[src/hw/rtl/btfa_ram.sv]
// Generic single-write, single-read RAM with a registered read port.
// Standalone; used for the free-slot queue of the allocator.
module btfa_ram #(
    parameter int WIDTH = 8,
    parameter int DEPTH = 16
) (
    input  logic                     clk,
    input  logic                     we,
    input  logic [$clog2(DEPTH)-1:0] waddr,
    input  logic [WIDTH-1:0]         wdata,
    input  logic                     re,
    input  logic [$clog2(DEPTH)-1:0] raddr,
    output logic [WIDTH-1:0]         rdata
);

    logic [WIDTH-1:0] mem [DEPTH];

    always_ff @(posedge clk)
    begin
        if (we)
        begin
            mem[waddr] <= wdata;
        end
        if (re)
        begin
            rdata <= mem[raddr];
        end
    end

endmodule

[config.mk]
export PLATFORM = sky130hd
export DESIGN_NAME = btfa_ram
export DESIGN_NICKNAME = d
export VERILOG_FILES = /design/src/hw/rtl/btfa_ram.sv
export SDC_FILE = /design/constraint.sdc
export NUM_CORES = 1
export LEC_CHECK = 0
export ABC_AREA = 1
export ABC_CLOCK_PERIOD_IN_PS = 1200
export BUFFER_PORTS_ARGS = -buffer_cell sky130_fd_sc_hd__buf_2
export CAP_MARGIN = 10
export CORE_ASPECT_RATIO = 1.5
export CORE_MARGIN = 3
export CORE_UTILIZATION = 61
export DETAILED_ROUTE_END_ITERATION = 12
export PLACE_DENSITY = 0.79
export REMOVE_ABC_BUFFERS = 1
export SLEW_MARGIN = 20
export SYNTH_ARGS = -nofsm -noshare
export SYNTH_HDL_FRONTEND = slang
export SYNTH_SLANG_ARGS = --single-unit
[constraint.sdc]
create_clock -name clk -period 1.2 [get_ports clk]
set_input_delay 0.06 -clock clk [delete_from_list [all_inputs] [get_ports clk]]
set_output_delay 0.06 -clock clk [all_outputs]
set_load 0.1 [all_outputs]
==> summary.json, run 1 <==
{
  "io_buffers": {"value": 26},
  "drtAntennaViolNets": {"value": 0},
  "crit_chain": {"value": "buf_4"},
  "core_region_area": {"value": 9310, "unit": "µm²"},
  "vdd.ir_drop.worst": {"value": 1.30, "unit": "mV"},
  "postSynthCellCount": {"value": 551},
  "worst_skew_pair.late_latency": {"value": 0.42, "unit": "ns"},
  "synth.lib_cells_used.distinct": {"value": 11},
  "comb_power_share": {"value": 7.6, "unit": "%"},
  "internal_power": {"value": 8790, "unit": "µW"},
  "start_kind": {"value": "flop"},
  "clock_sink_count": {"value": 136},
  "syn-cell-area": {"value": 5850, "unit": "µm²"},
  "drive_above_1_share": {"value": 14.4, "unit": "%"},
  "run_status": {"value": "finished, final reports clean"},
  "drt_iter0_markers": {"value": 354},
  "most-common-layout-cells": {"value": "173 x sky130_fd_sc_hd__nand2_1, 136 x sky130_fd_sc_hd__edfxtp_1, 100 x sky130_fd_sc_hd__inv_1, 88 x sky130_fd_sc_hd__nand3_1, 31 x sky130_fd_sc_hd__buf_4"},
  "post-place-cells": {"value": 691},
  "fmax": {"value": 879, "unit": "MHz"},
  "mean_area_per_synthesized_cell": {"value": 10.6, "unit": "µm²"},
  "setup_repair_after_global_routing_missed_its_margin": {"value": "yes"},
  "total_power": {"value": 11200, "unit": "µW"},
  "groute.usage.overall": {"value": 26.2, "unit": "%"},
  "gr-total-overflow": {"value": 0},
  "yosys.area.top_type_share": {"value": 69.8, "unit": "%"},
  "nNetsFinal": {"value": 617},
  "floorplan.rows": {"value": 43},
  "final.setup_skew": {"value": 0.00475, "unit": "ns"},
  "switchingPower": {"value": 2430, "unit": "µW"},
  "first_pass_grt_wire_length": {"value": 20.7, "unit": "mm"},
  "route.detailed.wl_per_inst": {"value": 18.2, "unit": "µm"},
  "power.share.clock": {"value": 44.4, "unit": "%"},
  "timing.critical_path.max_delay_family": {"value": "flip-flops"},
  "timing.final.setup_violations": {"value": 0},
  "die_x": {"value": 85.9, "unit": "µm"},
  "postSynthRegisterBits": {"value": 136},
  "gp_congestion": {"value": 0.890},
  "synth_area_leaders": {"value": "sky130_fd_sc_hd__edfxtp_1 70%, sky130_fd_sc_hd__nand2_1 11%, sky130_fd_sc_hd__nand3_1 8.3%"},
  "yosys.area_share.xor_xnor": {"value": 0, "unit": "%"},
  "postLayoutSetupSlackWorst": {"value": 0.0622, "unit": "ns"},
  "hpwlAfterDp": {"value": 8.46, "unit": "mm"},
  "dp_worst_setup_slack": {"value": -0.0856, "unit": "ns"},
  "initial_utilization": {"value": 62.8, "unit": "%"},
  "clock_tree.buffer_depth": {"value": 2},
  "yosys.area_share.simple": {"value": 20.8, "unit": "%"},
  "yosys.area_share.adder": {"value": 0, "unit": "%"},
  "largest_incremental_delay_on_the_critical_path": {"value": 0.36, "unit": "ns"},
  "swShare": {"value": 21.6, "unit": "%"},
  "grt_start_max_net_pins": {"value": 46},
  "syn_to_final_growth": {"value": 16.6, "unit": "%"},
  "grt_pass1_vias": {"value": 4002},
  "maxSlewViolCount": {"value": 0},
  "vias": {"value": 4012},
  "drt_pass1_iterations": {"value": 5},
  "finalInstanceArea": {"value": 6820, "unit": "µm²"},
  "synthesis.yosys.warnings": {"value": 0},
  "layout_commonest_cell": {"value": "sky130_fd_sc_hd__nand2_1"},
  "timing.critical_path.buf_inv": {"value": 1},
  "slew_of_the_pin_with_the_lowest_slew_margin": {"value": 0.655, "unit": "ns"},
  "cts_max_level": {"value": 4},
  "cp_max_fo": {"value": 1},
  "routed_via_count_divided_by_cell_count": {"value": 5.55},
  "fin_cells": {"value": 723},
  "synth_mux_area_share": {"value": 0, "unit": "%"},
  "critical_path_required": {"value": 1.14, "unit": "ns"},
  "worst_setup_path_end_kind": {"value": "output pin"},
  "numCtsBuffers": {"value": 17},
  "critical_path_arrival": {"value": 1.08, "unit": "ns"},
  "synth_top_cell_by_area": {"value": "sky130_fd_sc_hd__edfxtp_1"},
  "die-height": {"value": 126, "unit": "µm"},
  "synth_compound_area_share": {"value": 0, "unit": "%"},
  "dieArea": {"value": 10800, "unit": "µm²"},
  "synth_top_family_by_area": {"value": "simple AND/OR/NAND/NOR gates"},
  "antenna_found_initial": {"value": 0},
  "tritoncts_clock_tree": {"value": "done"},
  "finalWorstPathRequiredPeriod": {"value": 1.14, "unit": "ns"},
  "clkSlewWorstSetupHoldPaths": {"value": 0.06, "unit": "ns"},
  "share_of_the_clock_period_used_by_the_worst_path_after_layout": {"value": 94.8, "unit": "%"},
  "crit_type": {"value": "flop to output pin"},
  "hold_path_class": {"value": "input port to flop"},
  "power.density": {"value": 1650, "unit": "nW/µm²"},
  "clockRootBuffer": {"value": "sky130_fd_sc_hd__clkbuf_16"},
  "design.portCount": {"value": 27},
  "drcViolationCount": {"value": 0},
  "hold_violations": {"value": 0},
  "drt-total-wl": {"value": 13.1, "unit": "mm"},
  "dpl-instance-area": {"value": 6180, "unit": "µm²"},
  "drv.max_cap_violation_count": {"value": 0},
  "leakage": {"value": 0.00298, "unit": "µW"},
  "timing.slew.headroom": {"value": 56.3, "unit": "%"},
  "power.share.sequential": {"value": 48.0, "unit": "%"},
  "timing.critical_path.slowest_stage_cell": {"value": "sky130_fd_sc_hd__edfxtp_1"},
  "seq_area_frac_synth": {"value": 69.8, "unit": "%"},
  "antenna-diode-count": {"value": 0}
}
metrics by stage:
| step | TNS [ns] | util [%] | hold WS, ns |
|---|---|---|---|
| floorplan | 0 | - | 0.159 |
| CTS | 0 | 72.8 | 0.00323 |
| finish | 0 | 73.2 | 0.00691 |
| global route | -0.000789 | 73.2 | 0.00488 |
| global placement | -0.192 | 66.4 | 0.427 |
| detailed placement | -0.437 | 66.4 | 0.431 |
state kept, by name (all words and copies together) (netlist names):
signal and flops:
mem 128, rdata 8
layer usage:
metal  track usage [%]  wire length [µm]  share of wire (%)  vias up
li1                  -                 -                  -     1876
met1              30.4              4670                 35     1934
met2              45.2              7140                 54      155
met3              5.30               860                6.5       47
met4              13.5               480                3.7        0
met5                 0                 0                  0        -
repair_timing:
item	CTS	global route
hold endpoints to repair	0	0
hold buffers	0	0
endpoints found under the setup margin	8	5
setup buffers	0	0
gates resized for setup	8	9
worst paths after layout:
path                                 start        to  slack [ns]  cells after the start
worst min register to register  mem[12][1]  rdata[1]        0.75                      6
worst min-delay path                    re  rdata[4]       0.007                      1
worst max-delay path              rdata[4]  rdata[4]        0.06                      1
worst max register to register   mem[3][5]  rdata[5]        0.07                      6
cell type report:
type                            instances  area (µm²)
Clock buffer                           20         437
Clock inverter                         12         133
Fill cell                             626        2490
Inverter                              102         383
Multi-Input combinational cell        289        1260
Sequential cell                       136        4080
Tap cell                              112         140
Timing Repair Buffer                   52         383
cell usage after synthesis:
| cell | number |
|---|---|
| sky130_fd_sc_hd__buf_2 | 13 |
| sky130_fd_sc_hd__nand3_1 | 97 |
| sky130_fd_sc_hd__buf_4 | 4 |
| sky130_fd_sc_hd__inv_1 | 100 |
| sky130_fd_sc_hd__inv_2 | 2 |
| sky130_fd_sc_hd__buf_6 | 6 |
| sky130_fd_sc_hd__edfxtp_1 | 136 |
| sky130_fd_sc_hd__nor2_1 | 17 |
| sky130_fd_sc_hd__nand3b_1 | 2 |
| sky130_fd_sc_hd__buf_1 | 1 |
| sky130_fd_sc_hd__nand2_1 | 173 |
logic make-up (layout without fill, tap and decap cells):
logic type / count (synthesis) / in the layout
and+or+nand+nor: 289 / 289
DFF: 136 / 136
buffers and inverters: 126 / 186
power groups by stage:
stage | sequential (µW) | combinational [µW] | clock (µW)
floorplan | 5640 | 287 | 0
global placement | 5480 | 793 | 0
detailed placement | 5480 | 818 | 0
CTS | 5390 | 838 | 5000
global route | 5390 | 922 | 5240
finish | 5390 | 851 | 4980
No activity file was read; power rests on OpenSTA's default activity.
==> inputs of run 2 (changes only) <==
Settings changed: CAP_MARGIN 10 to not set, CELL_PAD_IN_SITES_DETAIL_PLACEMENT set to 1, CELL_PAD_IN_SITES_GLOBAL_PLACEMENT set to 2, CORE_UTILIZATION 61 to 41, PLACE_DENSITY 0.79 to not set, PLACE_DENSITY_LB_ADDON set to 0.1.
==> run 2 against run 1 <==
  * Register-to-register slack improved by 0.03 ns
  * Utilization down 22 points
  * Power rose by 4.3%
  * Clock power up 8.8%
  * Clock-buffer cell count stayed put
  * Critical path type unchanged
  * Critical endpoint is now rdata[0]
  * Largest cell class unchanged
==> summary.json, run 2 (synthesis gave the netlist of run 1 again) <==
{
  "regMostFlops": {"value": "mem"},
  "hold_crit_depth": {"value": 1},
  "syn_to_final_growth": {"value": 21.4, "unit": "%"},
  "ff2ff_setup_slack": {"value": 0.10, "unit": "ns"},
  "groute.usage.overall": {"value": 19.6, "unit": "%"},
  "clkSlewWorstSetupHoldPaths": {"value": 0.06, "unit": "ns"},
  "postLayoutSetupSlackWorst": {"value": 0.0339, "unit": "ns"},
  "initial_utilization": {"value": 42.6, "unit": "%"},
  "final.setup_skew": {"value": 0.00818, "unit": "ns"},
  "timing.critical_path.max_delay_family": {"value": "flip-flops"},
  "antenna_found_initial": {"value": 0},
  "clock_sink_count": {"value": 136},
  "hold_violations": {"value": 0},
  "core_region_area": {"value": 13700, "unit": "µm²"},
  "grt_pass1_vias": {"value": 4073},
  "hold_buffers": {"value": 0},
  "antenna-diode-count": {"value": 0},
  "clockRootBuffer": {"value": "sky130_fd_sc_hd__clkbuf_16"},
  "hpwlAfterDp": {"value": 10.1, "unit": "mm"},
  "gp_congestion": {"value": 0.795},
  "drt-total-wl": {"value": 14.7, "unit": "mm"},
  "die_x": {"value": 104, "unit": "µm"},
  "gr-total-overflow": {"value": 0},
  "start_kind": {"value": "flop"},
  "nNetsFinal": {"value": 632},
  "tritoncts_clock_tree": {"value": "done"},
  "flip_flop_count_of_the_largest_register_after_layout": {"value": 128},
  "critical_path_arrival": {"value": 1.11, "unit": "ns"},
  "power.density": {"value": 1650, "unit": "nW/µm²"},
  "timing.critical_path.buf_inv": {"value": 1},
  "regToRegStartpoint": {"value": "mem[13][7]"},
  "leakage": {"value": 0.00307, "unit": "µW"},
  "fmax": {"value": 858, "unit": "MHz"},
  "fin_setup_tns": {"value": 0, "unit": "ns"},
  "clock_tree.buffer_depth": {"value": 2},
  "hold_path_startpoint": {"value": "re"},
  "layout_commonest_cell": {"value": "sky130_fd_sc_hd__nand2_1"},
  "worst_skew_pair.late_latency": {"value": 0.41, "unit": "ns"},
  "dpl-instance-area": {"value": 6470, "unit": "µm²"},
  "crit_type": {"value": "flop to output pin"},
  "crit_chain": {"value": "buf_4"},
  "drt_iter0_markers": {"value": 178},
  "drtAntennaViolNets": {"value": 0},
  "finalInstanceArea": {"value": 7100, "unit": "µm²"},
  "most-common-layout-cells": {"value": "173 x sky130_fd_sc_hd__nand2_1, 136 x sky130_fd_sc_hd__edfxtp_1, 100 x sky130_fd_sc_hd__inv_1, 97 x sky130_fd_sc_hd__nand3_1, 40 x sky130_fd_sc_hd__buf_4"},
  "total_power": {"value": 11700, "unit": "µW"},
  "regToRegEndpoint": {"value": "rdata[7]"},
  "top_flop_regs": {"value": "mem: 128 flops, rdata: 8 flops"},
  "design.portCount": {"value": 27},
  "drcViolationCount": {"value": 0},
  "timing.critical_path.slowest_stage_cell": {"value": "sky130_fd_sc_hd__edfxtp_1"},
  "routed_via_count_divided_by_cell_count": {"value": 4.81},
  "vdd.ir_drop.worst": {"value": 1.00, "unit": "mV"},
  "io_buffers": {"value": 26},
  "run_status": {"value": "finished, final reports clean"},
  "slew_of_the_pin_with_the_lowest_slew_margin": {"value": 0.652, "unit": "ns"},
  "worst_setup_path_end_kind": {"value": "output pin"},
  "drv.max_cap_violation_count": {"value": 0},
  "finalWorstPathRequiredPeriod": {"value": 1.17, "unit": "ns"},
  "grt_start_max_net_pins": {"value": 33},
  "hold_path_class": {"value": "input port to flop"},
  "cp_max_fo": {"value": 1},
  "setup_repair_after_global_routing_missed_its_margin": {"value": "no"},
  "route.detailed.wl_per_inst": {"value": 18.1, "unit": "µm"},
  "cts_max_level": {"value": 4},
  "end_of_flow_core_utilization": {"value": 51.7, "unit": "%"},
  "dp_worst_setup_slack": {"value": -0.121, "unit": "ns"},
  "worst_hold_endpoint": {"value": "rdata[7]"},
  "vias": {"value": 3922},
  "dieArea": {"value": 15800, "unit": "µm²"},
  "timing.slew.headroom": {"value": 56.5, "unit": "%"},
  "ff2ff_path_depth": {"value": 6},
  "die-height": {"value": 152, "unit": "µm"},
  "share_of_the_clock_period_used_by_the_worst_path_after_layout": {"value": 97.2, "unit": "%"},
  "num-fill-cells": {"value": 1495},
  "largest_incremental_delay_on_the_critical_path": {"value": 0.39, "unit": "ns"},
  "numCtsBuffers": {"value": 17},
  "floorplan.rows": {"value": 52},
  "drive_above_1_share": {"value": 15.5, "unit": "%"},
  "maxSlewViolCount": {"value": 0},
  "timing.final.setup_violations": {"value": 0},
  "critical_path_required": {"value": 1.14, "unit": "ns"},
  "first_pass_grt_wire_length": {"value": 23.4, "unit": "mm"},
  "drt_pass1_iterations": {"value": 4}
}
==> run 2: cell types whose count changed in the layout (fill, tap and decap cells not counted), sizes merged <==
cell / change
buf: +15
bufinv: +1
clkinv: -4
clkinvlp: +3
==> run 2: cell type report <==
class                           instances  area (µm²)  share of cell area [%]
Timing Repair Buffer                   67         571                    8.04
Clock inverter                         12         176                    2.48
Inverter                              102         383                    5.39
Clock buffer                           20         437                    6.15
Multi-Input combinational cell        289        1210                    17.1
Tap cell                              189         236                    3.33
Sequential cell                       136        4080                    57.5
==> run 2: metrics by stage <==
| stage | hold WS, ns | cells |
|---|---|---|
| after floorplan | 0.159 | 527 |
| after global placement | 0.448 | 783 |
| after detailed placement | 0.449 | 783 |
| after CTS | 0.0188 | 815 |
| after global routing | 0.0109 | 815 |
| final | 0.0274 | 815 |
==> run 2: worst max-delay path by stage <==
stage             start       end  cells after the start
6_report       rdata[0]  rdata[0]                      1
5_1_grt        rdata[3]  rdata[3]                      1
4_1_cts        rdata[3]  rdata[3]                      1
3_5_place_dp   raddr[0]  rdata[0]                      9
3_3_place_gp   raddr[0]  rdata[0]                      9
2_1_floorplan  raddr[0]  rdata[2]                      6
==> run 2: repair_timing <==
action | CTS | global route
gates resized for setup | 8 | 0
endpoints found under the setup margin | 8 | 0
setup buffers | 0 | 0
endpoints found under the hold margin | 0 | 0
==> run 2: power breakdown <==
group	leakage, µW	switching (µW)	internal [µW]
Sequential	0.00124	38.3	5350
Clock	0.000284	1950	3470
Combinational	0.00155	628	267
Total	0.00307	2610	9090
==> run 2: metal layers <==
layer	global-route usage, %	routed length, µm	vias up
li1	-	-	1907
met1	25.2	6590	1934
met2	33.5	7510	65
met3	4.11	480	16
met4	5.77	170	0
met5	0	0	-
==> inputs of run 3 (changes only) <==
Settings changed: CORE_ASPECT_RATIO 1.5 to not set.
==> run 3 against run 2 <==
  * Maximum frequency shrank 0.30%
  * Utilization fell by 1.4 points
  * First-iteration DRC count is 30% higher
  * Critical endpoint is now rdata[5]
==> summary.json, run 3 (synthesis gave the netlist of run 1 again) <==
{
  "flip_flop_count_of_the_largest_register_after_layout": {"value": 128},
  "slew_of_the_pin_with_the_lowest_slew_margin": {"value": 0.397, "unit": "ns"},
  "core_region_area": {"value": 13900, "unit": "µm²"},
  "final.setup_skew": {"value": 0.00915, "unit": "ns"},
  "clockRootBuffer": {"value": "sky130_fd_sc_hd__clkbuf_16"},
  "run_status": {"value": "finished, final reports clean"},
  "first_pass_grt_wire_length": {"value": 24.2, "unit": "mm"},
  "drt_iter0_markers": {"value": 232},
  "initial_utilization": {"value": 42.0, "unit": "%"},
  "cts_max_level": {"value": 4},
  "largest_incremental_delay_on_the_critical_path": {"value": 0.47, "unit": "ns"},
  "vdd.ir_drop.worst": {"value": 1.20, "unit": "mV"},
  "tritoncts_clock_tree": {"value": "done"},
  "finalWorstPathRequiredPeriod": {"value": 1.17, "unit": "ns"},
  "drcViolationCount": {"value": 0},
  "cp_max_fo": {"value": 1},
  "ff2ff_path_depth": {"value": 6},
  "route.detailed.wl_per_inst": {"value": 19.4, "unit": "µm"},
  "critical_path_depth": {"value": 1},
  "hold_path_startpoint": {"value": "wdata[5]"},
  "syn_to_final_growth": {"value": 20.0, "unit": "%"},
  "antenna-diode-count": {"value": 0},
  "timing.critical_path.buf_inv": {"value": 1},
  "numCtsBuffers": {"value": 17},
  "ff2ff_setup_slack": {"value": 0.05, "unit": "ns"},
  "fmax": {"value": 855, "unit": "MHz"},
  "finalInstanceArea": {"value": 7020, "unit": "µm²"},
  "grt_pass1_vias": {"value": 4045},
  "clock_sink_count": {"value": 136},
  "num-fill-cells": {"value": 1509},
  "maxSlewViolCount": {"value": 0},
  "hold_path_class": {"value": "input port to flop"},
  "dieArea": {"value": 15700, "unit": "µm²"},
  "critical_path_arrival": {"value": 1.11, "unit": "ns"},
  "vias": {"value": 3894},
  "timing.critical_path.max_delay_family": {"value": "flip-flops"},
  "drive_above_1_share": {"value": 14.8, "unit": "%"},
  "nNetsFinal": {"value": 621},
  "io_buffers": {"value": 26},
  "start_kind": {"value": "flop"},
  "drt_pass1_iterations": {"value": 4},
  "dpl-instance-area": {"value": 6340, "unit": "µm²"},
  "hpwlAfterDp": {"value": 9.69, "unit": "mm"},
  "crit_type": {"value": "flop to output pin"},
  "routed_via_count_divided_by_cell_count": {"value": 4.90},
  "worst_hold_endpoint": {"value": "mem[7][5]"},
  "most-common-layout-cells": {"value": "173 x sky130_fd_sc_hd__nand2_1, 136 x sky130_fd_sc_hd__edfxtp_1, 100 x sky130_fd_sc_hd__inv_1, 86 x sky130_fd_sc_hd__nand3_1, 26 x sky130_fd_sc_hd__buf_4"},
  "antenna_found_initial": {"value": 0},
  "gp_congestion": {"value": 0.771},
  "power.density": {"value": 1630, "unit": "nW/µm²"},
  "regMostFlops": {"value": "mem"},
  "timing.final.setup_violations": {"value": 0},
  "crit_chain": {"value": "buf_8"},
  "drtAntennaViolNets": {"value": 0},
  "top_flop_regs": {"value": "mem: 128 flops, rdata: 8 flops"},
  "regToRegEndpoint": {"value": "rdata[2]"},
  "timing.slew.headroom": {"value": 73.6, "unit": "%"},
  "floorplan.rows": {"value": 43},
  "drv.max_cap_violation_count": {"value": 0},
  "hold_crit_depth": {"value": 1},
  "die_x": {"value": 125, "unit": "µm"},
  "leakage": {"value": 0.00302, "unit": "µW"},
  "clock_tree.buffer_depth": {"value": 2},
  "design.portCount": {"value": 27},
  "gr-total-overflow": {"value": 0},
  "critical_path.startpoint": {"value": "rdata[5]"},
  "grt_start_max_net_pins": {"value": 46},
  "groute.usage.overall": {"value": 20.9, "unit": "%"},
  "worst_skew_pair.late_latency": {"value": 0.42, "unit": "ns"},
  "share_of_the_clock_period_used_by_the_worst_path_after_layout": {"value": 97.5, "unit": "%"},
  "total_power": {"value": 11400, "unit": "µW"},
  "timing.critical_path.slowest_stage_cell": {"value": "sky130_fd_sc_hd__edfxtp_1"},
  "drt-total-wl": {"value": 15.4, "unit": "mm"},
  "hold_violations": {"value": 0},
  "clkSlewWorstSetupHoldPaths": {"value": 0.06, "unit": "ns"},
  "regToRegStartpoint": {"value": "mem[1][2]"},
  "worst_setup_path_end_kind": {"value": "output pin"},
  "layout_commonest_cell": {"value": "sky130_fd_sc_hd__nand2_1"},
  "die-height": {"value": 125, "unit": "µm"},
  "critical_path_required": {"value": 1.14, "unit": "ns"}
}
==> run 3: cell types whose count changed in the layout (fill, tap and decap cells not counted), sizes merged <==
cell	change
dlygate4sd3	+1
bufinv	-1
buf	-12
clkbuf	+3
clkinvlp	-2
==> run 3: worst max-delay path by stage <==
stage | to
floorplan | rdata[2]
global placement | rdata[7]
detailed placement | rdata[7]
CTS | rdata[4]
global route | rdata[5]
finish | rdata[5]
==> run 3: layout make-up <==
| type | count | area (µm²) | area share, % |
|---|---|---|---|
| clock buffer | 23 | 448 | 6.38 |
| clock inverter | 9 | 125 | 1.78 |
| inverter | 102 | 383 | 5.46 |
| multi-input combinational | 289 | 1270 | 18.1 |
| sequential | 136 | 4080 | 58.2 |
| tap | 180 | 225 | 3.21 |
| timing repair buffer | 56 | 484 | 6.90 |
==> run 3: routing by layer <==
layer / wire [µm] / track usage, % / vias up
met1: 7140 / 28.9 / 1914
met2: 7360 / 33.2 / 76
met3: 671 / 4.44 / 17
li1: - / - / 1887
met4: 217 / 7.14 / 0
met5: 0 / 0 / -
==> run 3: metrics by stage <==
step | setup WS (ns) | setup TNS (ns) | utilization [%] | hold slack [ns] | instances
floorplan | 0.0194 | 0 | - | 0.159 | 527
global placement | -0.128 | -0.574 | 45.5 | 0.446 | 762
detailed placement | -0.141 | -0.637 | 45.5 | 0.449 | 762
CTS | 0.00481 | 0 | 49.9 | 0.0267 | 795
global route | -0.0191 | -0.0239 | 50.4 | 0.0621 | 795
finish | 0.0304 | 0 | 50.4 | 0.0537 | 795
==> run 3: timing repair <==
| action | in CTS | in global routing |
|---|---|---|
| setup buffers | 0 | 0 |
| setup endpoints to repair | 8 | 9 |
| resized for setup | 11 | 13 |
| gates cloned | 0 | 0 |
| endpoints found under the hold margin | 2 | 0 |
| hold buffers | 1 | 0 |
==> run 3: worst register-to-register path, delay by kind of cell (launching register included) <==
kind | cells | cell delay [ns]
and+or+nand+nor | 5 | 0.48
buffers and inverters | 1 | 0.06
DFF | 1 | 0.37
==> run 3: power by group <==
group	internal [µW]	switching, µW
clock	3250	1880
sequential	5360	41.4
combinational	260	662
